$ cat src/rtl/core/dgt_pkg.sv
// Shared types, codes and defaults for the dependency graph table.
`default_nettype none
package dgt_pkg;

  localparam int DefMaxNodes = 16;
  localparam int IdW         = 32;
  localparam int ModeW       = 3;
  localparam int StatusW     = 2;

  typedef logic [ModeW-1:0] mode_t;
  localparam mode_t MODE_CLEAR      = 3'd0;
  localparam mode_t MODE_ADD_NODE   = 3'd1;
  localparam mode_t MODE_ADD_EDGE   = 3'd2;
  localparam mode_t MODE_QUERY_EDGE = 3'd3;
  localparam mode_t MODE_LIST       = 3'd4;

  typedef enum logic [StatusW-1:0] {
    ST_OK      = 2'd0,
    ST_FULL    = 2'd1,
    ST_DUP     = 2'd2,
    ST_MISSING = 2'd3
  } status_t;

  typedef enum logic [2:0] {
    S_IDLE,
    S_SEARCH,
    S_ROW,
    S_WALK,
    S_FETCH,
    S_RESP
  } state_t;

  typedef struct packed {
    logic clear_all;
    logic inv_en;
    logic wr_en;
    logic rd_en;
  } adj_ctl_t;

endpackage
`default_nettype wire

$ cat src/rtl/core/dgt_id_table.sv
// Node identifier memory with one write port and one registered read port.
`default_nettype none
module dgt_id_table
  import dgt_pkg::*;
#(
  parameter int MAX_NODES = DefMaxNodes
) (
  input  wire logic                         clk,
  input  wire logic                         wr_en,
  input  wire logic [$clog2(MAX_NODES)-1:0] wr_addr,
  input  wire logic [IdW-1:0]               wr_data,
  input  wire logic                         rd_en,
  input  wire logic [$clog2(MAX_NODES)-1:0] rd_addr,
  output logic      [IdW-1:0]               rd_data
);

  logic [IdW-1:0] mem [MAX_NODES];

  always_ff @(posedge clk) begin
    if (wr_en) begin
      mem[wr_addr] <= wr_data;
    end
  end

  always_ff @(posedge clk) begin
    if (rd_en) begin
      rd_data <= mem[rd_addr];
    end
  end

endmodule
`default_nettype wire

$ cat src/rtl/core/dgt_adj_rows.sv
// Adjacency row memory with per-row valid bits so that cleared rows read as zero.
`default_nettype none
module dgt_adj_rows
  import dgt_pkg::*;
#(
  parameter int MAX_NODES = DefMaxNodes
) (
  input  wire logic                         clk,
  input  wire logic                         rst,
  input  wire adj_ctl_t                     ctl,
  input  wire logic [$clog2(MAX_NODES)-1:0] inv_addr,
  input  wire logic [$clog2(MAX_NODES)-1:0] wr_addr,
  input  wire logic [MAX_NODES-1:0]         wr_data,
  input  wire logic [$clog2(MAX_NODES)-1:0] rd_addr,
  output logic      [MAX_NODES-1:0]         rd_data
);

  logic [MAX_NODES-1:0] mem [MAX_NODES];
  logic [MAX_NODES-1:0] row_valid;
  logic [MAX_NODES-1:0] rd_q;
  logic                 rd_vld;

  always_ff @(posedge clk) begin
    if (ctl.wr_en) begin
      mem[wr_addr] <= wr_data;
    end
    if (ctl.rd_en) begin
      rd_q <= mem[rd_addr];
    end
  end

  always_ff @(posedge clk) begin
    if (rst || ctl.clear_all) begin
      row_valid <= '0;
      rd_vld    <= 1'b0;
    end else begin
      if (ctl.wr_en) begin
        row_valid[wr_addr] <= 1'b1;
      end
      if (ctl.inv_en) begin
        row_valid[inv_addr] <= 1'b0;
      end
      if (ctl.rd_en) begin
        rd_vld <= row_valid[rd_addr];
      end
    end
  end

  assign rd_data = rd_vld ? rd_q : '0;

endmodule
`default_nettype wire

$ cat src/rtl/core/dependency_graph_table.sv
// Dependency graph table: node identifier table, node count and adjacency matrix.
//
// One command word enters on the s_ channel; the mode in s_tuser selects clear,
// add node, add edge, query edge or list dependencies. Every command yields one
// result word on the m_ channel with m_tlast set, except a list of a node with
// dependencies, which yields one word per dependency in table order and sets
// m_tlast on the final one. The block takes one command at a time: s_tready is
// high only when the sequencer is idle.
// Sequence: clear and unused modes load their result straight into the response
// register when the command word is accepted. Every other command scans the
// identifier table through its single read port, one entry a cycle, before its
// result is loaded; add edge, query edge and list first read their adjacency
// row when the identifiers they name are found. A list then walks the row one
// bit a cycle and fetches the identifier of each dependency, waiting while the
// output register is full.
// Results leave through one output register; when the receiver stalls the
// sequencer holds its result until the register is free.
// Reset empties the graph at once: node count zero and all adjacency rows
// marked invalid, so they read as zero.
`default_nettype none
module dependency_graph_table
  import dgt_pkg::*;
#(
  parameter int MAX_NODES = DefMaxNodes
) (
  input  wire logic        clk,
  input  wire logic        rst,
  input  wire logic        s_tvalid,
  output logic             s_tready,
  input  wire logic [63:0] s_tdata,  // first_id[31:0], second_id[63:32]
  input  wire logic [2:0]  s_tuser,  // mode[2:0]
  output logic             m_tvalid,
  input  wire logic        m_tready,
  output logic      [39:0] m_tdata,  // edge_present[0], dep_id[32:1], zero[39:33]
  output logic      [2:0]  m_tuser,  // status[1:0], dep_valid[2]
  output logic             m_tlast
);

  localparam int IW = $clog2(MAX_NODES);
  localparam int CW = $clog2(MAX_NODES + 1);
  localparam logic [MAX_NODES-1:0] ROW_ONE = 1;

  state_t               state, state_next;
  mode_t                mode_q;
  logic [IdW-1:0]       a_q, b_q;
  logic [CW-1:0]        count;
  logic [CW-1:0]        sidx;
  logic                 pend;
  logic [IW-1:0]        pidx;
  logic                 fa, fb;
  logic [IW-1:0]        ua, ub;
  logic [MAX_NODES-1:0] row_q;
  logic [IW-1:0]        widx;
  logic                 last_q;
  status_t              r_status;
  logic                 r_edge;

  logic                 issue, done, out_free;
  logic                 accept, cnt_inc, walk_ld, walk_take, widx_inc;
  logic                 resp_ld;
  status_t              resp_st;
  logic                 resp_ed;
  logic                 out_load;
  status_t              out_status;
  logic                 out_edge, out_dv, out_last;
  logic [IdW-1:0]       out_dep;
  logic                 id_wr, id_rd;
  logic [IW-1:0]        id_raddr;
  logic [IdW-1:0]       id_rdata;
  adj_ctl_t             adj_ctl;
  logic [IW-1:0]        adj_raddr;
  logic [MAX_NODES-1:0] adj_wdata;
  logic [MAX_NODES-1:0] adj_rdata;
  logic [MAX_NODES-1:0] cmask;
  logic [MAX_NODES-1:0] masked;

  dgt_id_table #(.MAX_NODES(MAX_NODES)) u_ids (
    .clk     (clk),
    .wr_en   (id_wr),
    .wr_addr (count[IW-1:0]),
    .wr_data (a_q),
    .rd_en   (id_rd),
    .rd_addr (id_raddr),
    .rd_data (id_rdata)
  );

  dgt_adj_rows #(.MAX_NODES(MAX_NODES)) u_adj (
    .clk      (clk),
    .rst      (rst),
    .ctl      (adj_ctl),
    .inv_addr (count[IW-1:0]),
    .wr_addr  (ua),
    .wr_data  (adj_wdata),
    .rd_addr  (adj_raddr),
    .rd_data  (adj_rdata)
  );

  always_comb begin
    for (int i = 0; i < MAX_NODES; i++) begin
      cmask[i] = (CW'(i) < count);
    end
  end

  assign masked    = adj_rdata & cmask;
  assign adj_wdata = adj_rdata | (ROW_ONE << ub);
  assign adj_raddr = ua;
  assign issue     = (sidx < count);
  assign done      = !issue && !pend;
  assign out_free  = !m_tvalid || m_tready;
  assign s_tready  = (state == S_IDLE);

  always_comb begin
    state_next = state;
    accept     = 1'b0;
    cnt_inc    = 1'b0;
    walk_ld    = 1'b0;
    walk_take  = 1'b0;
    widx_inc   = 1'b0;
    resp_ld    = 1'b0;
    resp_st    = ST_OK;
    resp_ed    = 1'b0;
    out_load   = 1'b0;
    out_status = ST_OK;
    out_edge   = 1'b0;
    out_dv     = 1'b0;
    out_dep    = '0;
    out_last   = 1'b1;
    id_wr      = 1'b0;
    id_rd      = 1'b0;
    id_raddr   = sidx[IW-1:0];
    adj_ctl    = '0;
    case (state)
      S_IDLE: begin
        if (s_tvalid) begin
          accept = 1'b1;
          if (s_tuser inside {MODE_ADD_NODE, MODE_ADD_EDGE, MODE_QUERY_EDGE, MODE_LIST}) begin
            state_next = S_SEARCH;
          end else begin
            adj_ctl.clear_all = (s_tuser == MODE_CLEAR);
            resp_ld           = 1'b1;
            state_next        = S_RESP;
          end
        end
      end
      S_SEARCH: begin
        id_rd = issue;
        if (done) begin
          case (mode_q)
            MODE_ADD_NODE: begin
              resp_ld    = 1'b1;
              state_next = S_RESP;
              if (count == CW'(MAX_NODES)) begin
                resp_st = ST_FULL;
              end else if (fa) begin
                resp_st = ST_DUP;
              end else begin
                id_wr          = 1'b1;
                adj_ctl.inv_en = 1'b1;
                cnt_inc        = 1'b1;
              end
            end
            MODE_ADD_EDGE, MODE_QUERY_EDGE: begin
              if (fa && fb) begin
                adj_ctl.rd_en = 1'b1;
                state_next    = S_ROW;
              end else begin
                resp_ld    = 1'b1;
                resp_st    = ST_MISSING;
                state_next = S_RESP;
              end
            end
            MODE_LIST: begin
              if (fa) begin
                adj_ctl.rd_en = 1'b1;
                state_next    = S_ROW;
              end else begin
                resp_ld    = 1'b1;
                resp_st    = ST_MISSING;
                state_next = S_RESP;
              end
            end
            default: begin
              resp_ld    = 1'b1;
              state_next = S_RESP;
            end
          endcase
        end
      end
      S_ROW: begin
        case (mode_q)
          MODE_ADD_EDGE: begin
            adj_ctl.wr_en = 1'b1;
            resp_ld       = 1'b1;
            state_next    = S_RESP;
          end
          MODE_QUERY_EDGE: begin
            resp_ld    = 1'b1;
            resp_ed    = adj_rdata[ub];
            state_next = S_RESP;
          end
          MODE_LIST: begin
            if (masked == '0) begin
              resp_ld    = 1'b1;
              state_next = S_RESP;
            end else begin
              walk_ld    = 1'b1;
              state_next = S_WALK;
            end
          end
          default: begin
            resp_ld    = 1'b1;
            state_next = S_RESP;
          end
        endcase
      end
      S_WALK: begin
        id_raddr = widx;
        if (row_q[widx]) begin
          id_rd      = 1'b1;
          walk_take  = 1'b1;
          state_next = S_FETCH;
        end else begin
          widx_inc = 1'b1;
        end
      end
      S_FETCH: begin
        if (out_free) begin
          out_load = 1'b1;
          out_dv   = 1'b1;
          out_dep  = id_rdata;
          out_last = last_q;
          if (last_q) begin
            state_next = S_IDLE;
          end else begin
            widx_inc   = 1'b1;
            state_next = S_WALK;
          end
        end
      end
      S_RESP: begin
        if (out_free) begin
          out_load   = 1'b1;
          out_status = r_status;
          out_edge   = r_edge;
          state_next = S_IDLE;
        end
      end
      default: begin
        state_next = S_IDLE;
      end
    endcase
  end

  always_ff @(posedge clk) begin
    if (rst) begin
      state <= S_IDLE;
    end else begin
      state <= state_next;
    end
  end

  always_ff @(posedge clk) begin
    if (rst) begin
      count <= '0;
    end else if (accept && s_tuser == MODE_CLEAR) begin
      count <= '0;
    end else if (cnt_inc) begin
      count <= count + CW'(1);
    end
  end

  always_ff @(posedge clk) begin
    if (accept) begin
      mode_q <= s_tuser;
      a_q    <= s_tdata[31:0];
      b_q    <= s_tdata[63:32];
      sidx   <= '0;
      pend   <= 1'b0;
      fa     <= 1'b0;
      fb     <= 1'b0;
    end else if (state == S_SEARCH) begin
      pend <= issue;
      if (issue) begin
        sidx <= sidx + CW'(1);
        pidx <= sidx[IW-1:0];
      end
      if (pend) begin
        if (!fa && id_rdata == a_q) begin
          fa <= 1'b1;
          ua <= pidx;
        end
        if (!fb && id_rdata == b_q) begin
          fb <= 1'b1;
          ub <= pidx;
        end
      end
    end
    if (resp_ld) begin
      r_status <= resp_st;
      r_edge   <= resp_ed;
    end
    if (walk_ld) begin
      row_q <= masked;
      widx  <= '0;
    end else begin
      if (walk_take) begin
        row_q[widx] <= 1'b0;
        last_q      <= ((row_q & ~(ROW_ONE << widx)) == '0);
      end
      if (widx_inc) begin
        widx <= widx + IW'(1);
      end
    end
  end

  always_ff @(posedge clk) begin
    if (rst) begin
      m_tvalid <= 1'b0;
    end else if (out_load) begin
      m_tvalid <= 1'b1;
    end else if (m_tready) begin
      m_tvalid <= 1'b0;
    end
  end

  always_ff @(posedge clk) begin
    if (out_load) begin
      m_tdata <= {7'b0, out_dep, out_edge};
      m_tuser <= {out_dv, out_status};
      m_tlast <= out_last;
    end
  end

  a_count_bound: assert property (@(posedge clk) disable iff (rst)
    count <= CW'(MAX_NODES))
    else $error("node count above table size");

  a_busy_after_accept: assert property (@(posedge clk) disable iff (rst)
    s_tvalid && s_tready |=> !s_tready)
    else $error("command accepted while the previous one is still running");

  a_not_last_is_dep: assert property (@(posedge clk) disable iff (rst)
    m_tvalid && !m_tlast |-> m_tuser[2])
    else $error("non-final result word without a dependency");

  a_dep_word_ok: assert property (@(posedge clk) disable iff (rst)
    m_tvalid && m_tuser[2] |-> m_tuser[1:0] == ST_OK && !m_tdata[0])
    else $error("dependency word with bad status or edge flag");

endmodule
`default_nettype wire
$ cat config.mk
export PLATFORM = sky130hd
export DESIGN_NAME = dependency_graph_table
export DESIGN_NICKNAME = d
export VERILOG_FILES = /design/src/rtl/core/dgt_pkg.sv /design/src/rtl/core/dgt_id_table.sv /design/src/rtl/core/dgt_adj_rows.sv /design/src/rtl/core/dependency_graph_table.sv
export SDC_FILE = /design/constraint.sdc
export NUM_CORES = 1
export LEC_CHECK = 0
export ABC_AREA = 0
export BUFFER_PORTS_ARGS = -buffer_cell sky130_fd_sc_hd__buf_2
export CORE_ASPECT_RATIO = 1.25
export CORE_MARGIN = 8
export CORE_UTILIZATION = 44
export CTS_CLUSTER_DIAMETER = 150
export CTS_CLUSTER_SIZE = 20
export DETAILED_ROUTE_END_ITERATION = 12
export SYNTH_ARGS = -nofsm -noshare
export SYNTH_HDL_FRONTEND = slang
export SYNTH_SLANG_ARGS = --single-unit
$ cat constraint.sdc
create_clock -name clk -period 13.7 [get_ports clk]
set_input_delay 1.37 -clock clk [delete_from_list [all_inputs] [get_ports clk]]
set_output_delay 1.37 -clock clk [all_outputs]
set_load 0.01 [all_outputs]
# Word-level counts from Yosys, hierarchy flattened
# Memory sizes are Yosys's and may differ from the RTL's. A register that Yosys moved wholly into a read port is not among the register bits.
# Index checks and enable logic that the tools add are counted.
# totals
output_inout_bits	46
in_bits	71
ff_bits	174
mem_bits_rw	768
mem_count	2
# op_classes
n_lt_le_gt_ge	24
mux	80
shifts	2
addsub	3
n_reduce_logical	37
n_eq_ne	21
bitwise_logic	11
# memory_table
name	words	width	read_ports	rd_clocked_by_memory_dff	wr	line_no	source
u_ids.mem	16	32	1	1	1	dgt_id_table.sv:17	logic [IdW-1:0] mem [MAX_NODES];
u_adj.mem	16	16	1	1	1	dgt_adj_rows.sv:18	logic [MAX_NODES-1:0] mem [MAX_NODES];
# op_table
operator	n
two-way mux 16 bit	6
AND 16 bit	4
== test 32 bit	2
NOT 16 bit	3
two-way mux 1 bit	44
< comparator 4 x 5 -> 1 bit, first input constant	8
logical NOT 16 bit	2
OR 16 bit	2
left shift 1 x 4 -> 16 bit, first input constant	2
two-way mux 3 bit	10
< comparator 3 x 5 -> 1 bit, first input constant	4
< comparator 4 x 5 -> 1 bit, second input constant	4
== test 3 x 2 -> 1 bit, second input constant	6
case mux 3 bit (6 select lines)	1
binary-select mux 1 bit (select 4 bit)	3
demux 1 bit (select 4 bit)	3
== test 3 bit, second input constant	4
>= comparator 4 x 1 -> 1 bit, second input constant	3
AND reduction 2 bit	6
adder 5 x 1 -> 5 bit, second input constant	2
< comparator 1 x 5 -> 1 bit, first input constant	2
< comparator 2 x 5 -> 1 bit, first input constant	2
two-way mux 2 bit	5
inequality test 2 bit, second input constant	5
other kinds (20)	45

# Logic depth before layout (Yosys ltp)
# depth
depth_word	9
mapped_depth	10

# Modules after synthesis
# Synthesis repeated with hierarchy kept, for this count alone.
# unflattened
hier_cells	1969
area_unflattened_um2	39180.1
# by_module_without_submodules
module	area_each_um2	cells_per_inst	instances
dgt_id_table	20155.6	838	1
dgt_adj_rows	11193.2	477	1
dependency_graph_table	7831.3	654	1

# Worst setup path after synthesis
# No wires, ideal clock.
# synth_path
path_type	register to register
from	register count[1]
to	memory u_ids.mem[15][0], enable pin
path_stages_with_launch	8
arrival_time_ps	4863
setup_slack_ps	8327
path_buffers	1
t_required_ps	13190
period_less_slack_ps	5373
path_cell_list	dfxtp_1 -> clkbuf_1 -> inv_1 -> ha_1 -> nand2_1 -> o21ai_0 -> a211oi_1 -> nor4_1
# synth_via
elab_chain_cells	7
word_cells_on_any_way	10
classes_between	1 x order compare; 1 x eq/ne; 6 x mux; 2 x reduce/logical
# synth_rtl
item	line_no	source
start, declared	dependency_graph_table.sv:46	logic [CW-1:0] count;
start signal, assigned	dependency_graph_table.sv:268	count <= count + CW'(1);
< comparator 5 bit / == test 5 bit (equally long branches)	dependency_graph_table.sv:107, dependency_graph_table.sv:152	
logical NOT 1 bit / two-way mux 1 bit (equally long branches)	dependency_graph_table.sv:108, dependency_graph_table.sv:152	
logical AND 1 bit / two-way mux 1 bit (equally long branches)	dependency_graph_table.sv:108, dependency_graph_table.sv:148	
two-way mux 1 bit	dependency_graph_table.sv:147	if (done) begin
two-way mux 1 bit	dependency_graph_table.sv:132	case (state)
two-way mux 1 bit	dgt_id_table.sv:20	if (wr_en) begin
two-way mux 1 bit (implied by the code)	dgt_id_table.sv:21	mem[wr_addr] <= wr_data;
end, declared	dgt_id_table.sv:17	
# Parallel ways exist; a longest one is shown, timed or not.

# Worst setup path in the final report
# layout_path
from	register state[1]
to	register u_ids.rd_data[27] (read register of u_ids.mem), data pin
# layout_via
elab_chain_cells	2
word_cells_on_any_way	4
classes_between	2 x eq/ne; 2 x mux
# layout_rtl
item	line_no	source
start, declared	dependency_graph_table.sv:43	state_t state, state_next;
start signal, assigned	dependency_graph_table.sv:258	state <= state_next;
== test 3 x 2 -> 1 bit / == test 3 x 1 -> 1 bit (equally long branches)	dependency_graph_table.sv:132	
case mux 1 bit (2 select lines) / two-way mux 4 bit (equally long branches)	dependency_graph_table.sv:132	
end, declared	dgt_id_table.sv:14	output logic [IdW-1:0] rd_data
# Parallel ways exist; a longest one is shown, timed or not.
# A chain may end at the register's enable or synchronous reset.

==> flow_summary_export.csv <==
group,metric,value,unit
outcome,status,"completed",
hold_path,hold_class,"flip-flop to flip-flop",
critical_path,cp_cell_sequence,"and3b_1, mux2i_4, buf_4, buf_4, buf_4, mux4_2, a22oi_1, nand2_1",
clock_tree,numClockSinks,990,
synth,yosys_most_used_dff,"edfxtp_1",
critical_path,critPathBufInv,3,
pwr,power.density,129,nW/um^2
clock_tree,post_cts_resized,0,
grt,antenna_found_initial,1,
critical_path,critical-path-top-delay-family,"buffers and inverters",
finish,fin_nets,2180,
place,post_dp_cell_area,41200,sq um
place,gp_congestion,0.828,
timing,worst_pin_slew,1170,ps
grt,grt_max_degree,72,
critical_path,crit_type,"flip-flop to flip-flop",
routing,drt_first_pass_iters,5,
critical_path,cp_slowest_cell,"buf_4",
critical_path,r2r-start,"state[1]$_SDFFE_PP0P_",
floorplanning,start_util,44.1,%
grt,grt_pass1_wl,135,mm
critical_path,worst-r2r-cell-count,8,
floorplanning,fp-row-count,122,
grt,grt_pass1_vias,20000,
critical_path,required,14110,ps
synth,netlist_area,38800,sq um
synth,synthArstFlopShare,0,%
finish,seq_area,29300,sq um
finish,drive_gt1_share,24.0,%
floorplanning,die_h,348,um
timing,post-route-min-period,4980,ps
clock_tree,cts_buffer_depth,3,
routing,ant_nets,0,
timing,setup_tns,0,ps
grt,grt_usage,18.6,%
pwr,power,5520,uW
routing,avgRoutedWirePerCell,28.0,um
job,maxCapViolations,0,
synth,synth_edf_count,952,
clock_tree,cts_made_buffers,56,
routing,via_per_inst,5.76,
synth,synth_area_per_cell,19.9,sq um
grt,grt_overflow,0,
clock_tree,cts-root-buf,"clkbuf_16",
place,port-buffer-count,109,
critical_path,cp_slowest_stage_delay,920,ps
clock_tree,path_clk_slew,90,ps
finish,multi_input_area,9260,sq um
pwr,leakage,0.0138,uW
place,dpl.hpwl,55.5,mm
routing,vias,19000,
critical_path,worstSetupEndpointType,"flip-flop",
critical_path,arrival,5400,ps
timing,final.setup_skew,51.1,ps
timing,fin_crit_sh,36.4,%
synth,yosysUniqueCellTypes,66,
floorplanning,die_x,282,um
finish,fill_cells,7247,
routing,drc,0,
floorplanning,fp.dieArea,98000,sq um
finish,syn_to_final_growth,10.1,%
synth,ys_ff_latch,990,
synth,postSynthCellCount,1953,
synth,ys.warnings.count,0,
finish,fin_area,42700,sq um
critical_path,path_max_fanout,50,
clock_tree,hold_buffers,0,
clock_tree,h-tree-depth,2,
pwr,irDropWorstVdd,0.0000968,V
critical_path,startpoint,"state[1]$_SDFFE_PP0P_",
critical_path,cp.depth,8,
hold_path,min_path_cells,0,
clock_tree,clk_latency,670,ps
floorplanning,io_pins,117,
timing,final_hold_viol_count,0,
timing,slew_headroom,21.8,%
timing,report.final.slew_viol_count,0,
hold_path,min_from,"pidx[0]$_DFFE_PP_",
clock_tree,cts_tree,"built",
routing,drt_wl_total,92.4,mm
critical_path,startpoint_type,"flip-flop",
timing,finalSetupViolCount,0,
critical_path,path_common_cell,"buf_4",
timing,fmax,0.201,GHz
timing,layout_setup_ws,8720,ps
timing,hold_ws,483,ps
floorplanning,coreArea,87900,sq um
place,place_ws,8630,ps
timing,rsz0062_at_grt,"no",
synth,ys_seq_area_share,75.6,%
routing,dr.first_iter.drc_count,1916,
clock_tree,post_cts_buffers,0,
[routing by layer]
layer | vias up | share of wire (%) | global-route usage [%]
met4 | 0 | 2.4 | 4.75
li1 | 8183 | - | -
met1 | 10100 | 39 | 23.6
met5 | - | 0 | 0
met2 | 606 | 53 | 33.7
met3 | 114 | 5.2 | 2.41
[where the power goes]
group	total (uW)	internal, uW	leakage [uW]	switching [uW]
clock	1710	763	0.000755	947
combinational	319	133	0.00409	186
sequential	3490	3400	0.00898	89.5
total	5520	4300	0.0138	1220
[Yosys cell counts (all sizes together) (4+ instances only)]
cell	n	area, sq um
nand4	7	43.8
nor3	15	80.1
nor4	17	106
mux2	5	56.3
nand2b	14	87.6
buf	38	215
or2	4	25.0
a22oi	66	495
dfxtp	38	761
o21ai	46	230
and3	5	31.3
a31oi	14	87.6
nor3b	4	30.0
ha	15	188
mux2i	22	220
nand3	19	95.1
xor2	66	578
o21a	4	30.0
edfxtp	952	28600
nand2	105	394
and2	35	221
nor2b	6	37.5
nor2	76	285
xnor2	7	61.3
a21o	10	75.1
clkbuf	57	214
mux4	222	5010
a21oi	17	85.1
inv	17	63.8
a211oi	4	30.0
[final timing paths]
check                                 to  slack (ps)
max reg2reg  u_ids.rd_data[27]$_DFFE_PP_        8720
min reg2reg              ub[0]$_DFFE_PP_         480
max          u_ids.rd_data[27]$_DFFE_PP_        8720
min                      ub[0]$_DFFE_PP_         480
[cells by family (layout without fill, tap and decap cells)]
kind of cell,Yosys count,count (layout),share of synthesized area (%)
flip-flops,990,990,75.6
AND/OR/NAND/NOR,317,317,3.91
multiplexers,249,249,13.6
AO/OA/AOI/OAI,193,193,3.38
buffers and inverters,114,275,1.29
XOR/XNOR,73,73,1.65
adder cells (fa/ha/maj),16,16,0.509
other,1,8,0.00966
[state kept, by name (all words and copies together) (netlist names), 2 cells and up]
register / cells
adj_raddr: 4
m_tdata: 33
count: 5
a_q: 32
ub: 4
u_adj.mem: 256
u_ids.rd_data: 32
mode_q: 3
r_status: 2
u_adj.row_valid: 16
u_adj.rd_q: 16
widx: 4
pidx: 4
sidx: 5
row_q: 16
m_tuser: 3
u_ids.mem: 512
state: 3
b_q: 32
[cell type report]
class,instances,area share (%)
antenna,1,0.00585
timing repair buffer,172,2.38
inverter,19,0.173
sequential,990,68.7
clock buffer,79,3.48
clock inverter,5,0.190
tap,1178,3.45
multi-input combinational,855,21.7
[layout by cell type, fill, tap and decap left out, types with 38 or more instances in the layout]
cell / instances
o21ai_0: 44
edfxtp_1: 952
dfxtp_1: 38
a22oi_1: 66
clkbuf_16: 56
buf_2: 109
nor2_1: 45
nand2_1: 104
mux4_2: 218
xor2_1: 66
buf_4: 63
[metrics by stage]
stage	util (%)	std cells
floorplan	-	1959
global placement	46.8	3214
detailed placement	46.8	3214
CTS	48.6	3298
global route	48.6	3298
finish	48.6	3299
Note: power is estimated with default switching activity, not from simulation.
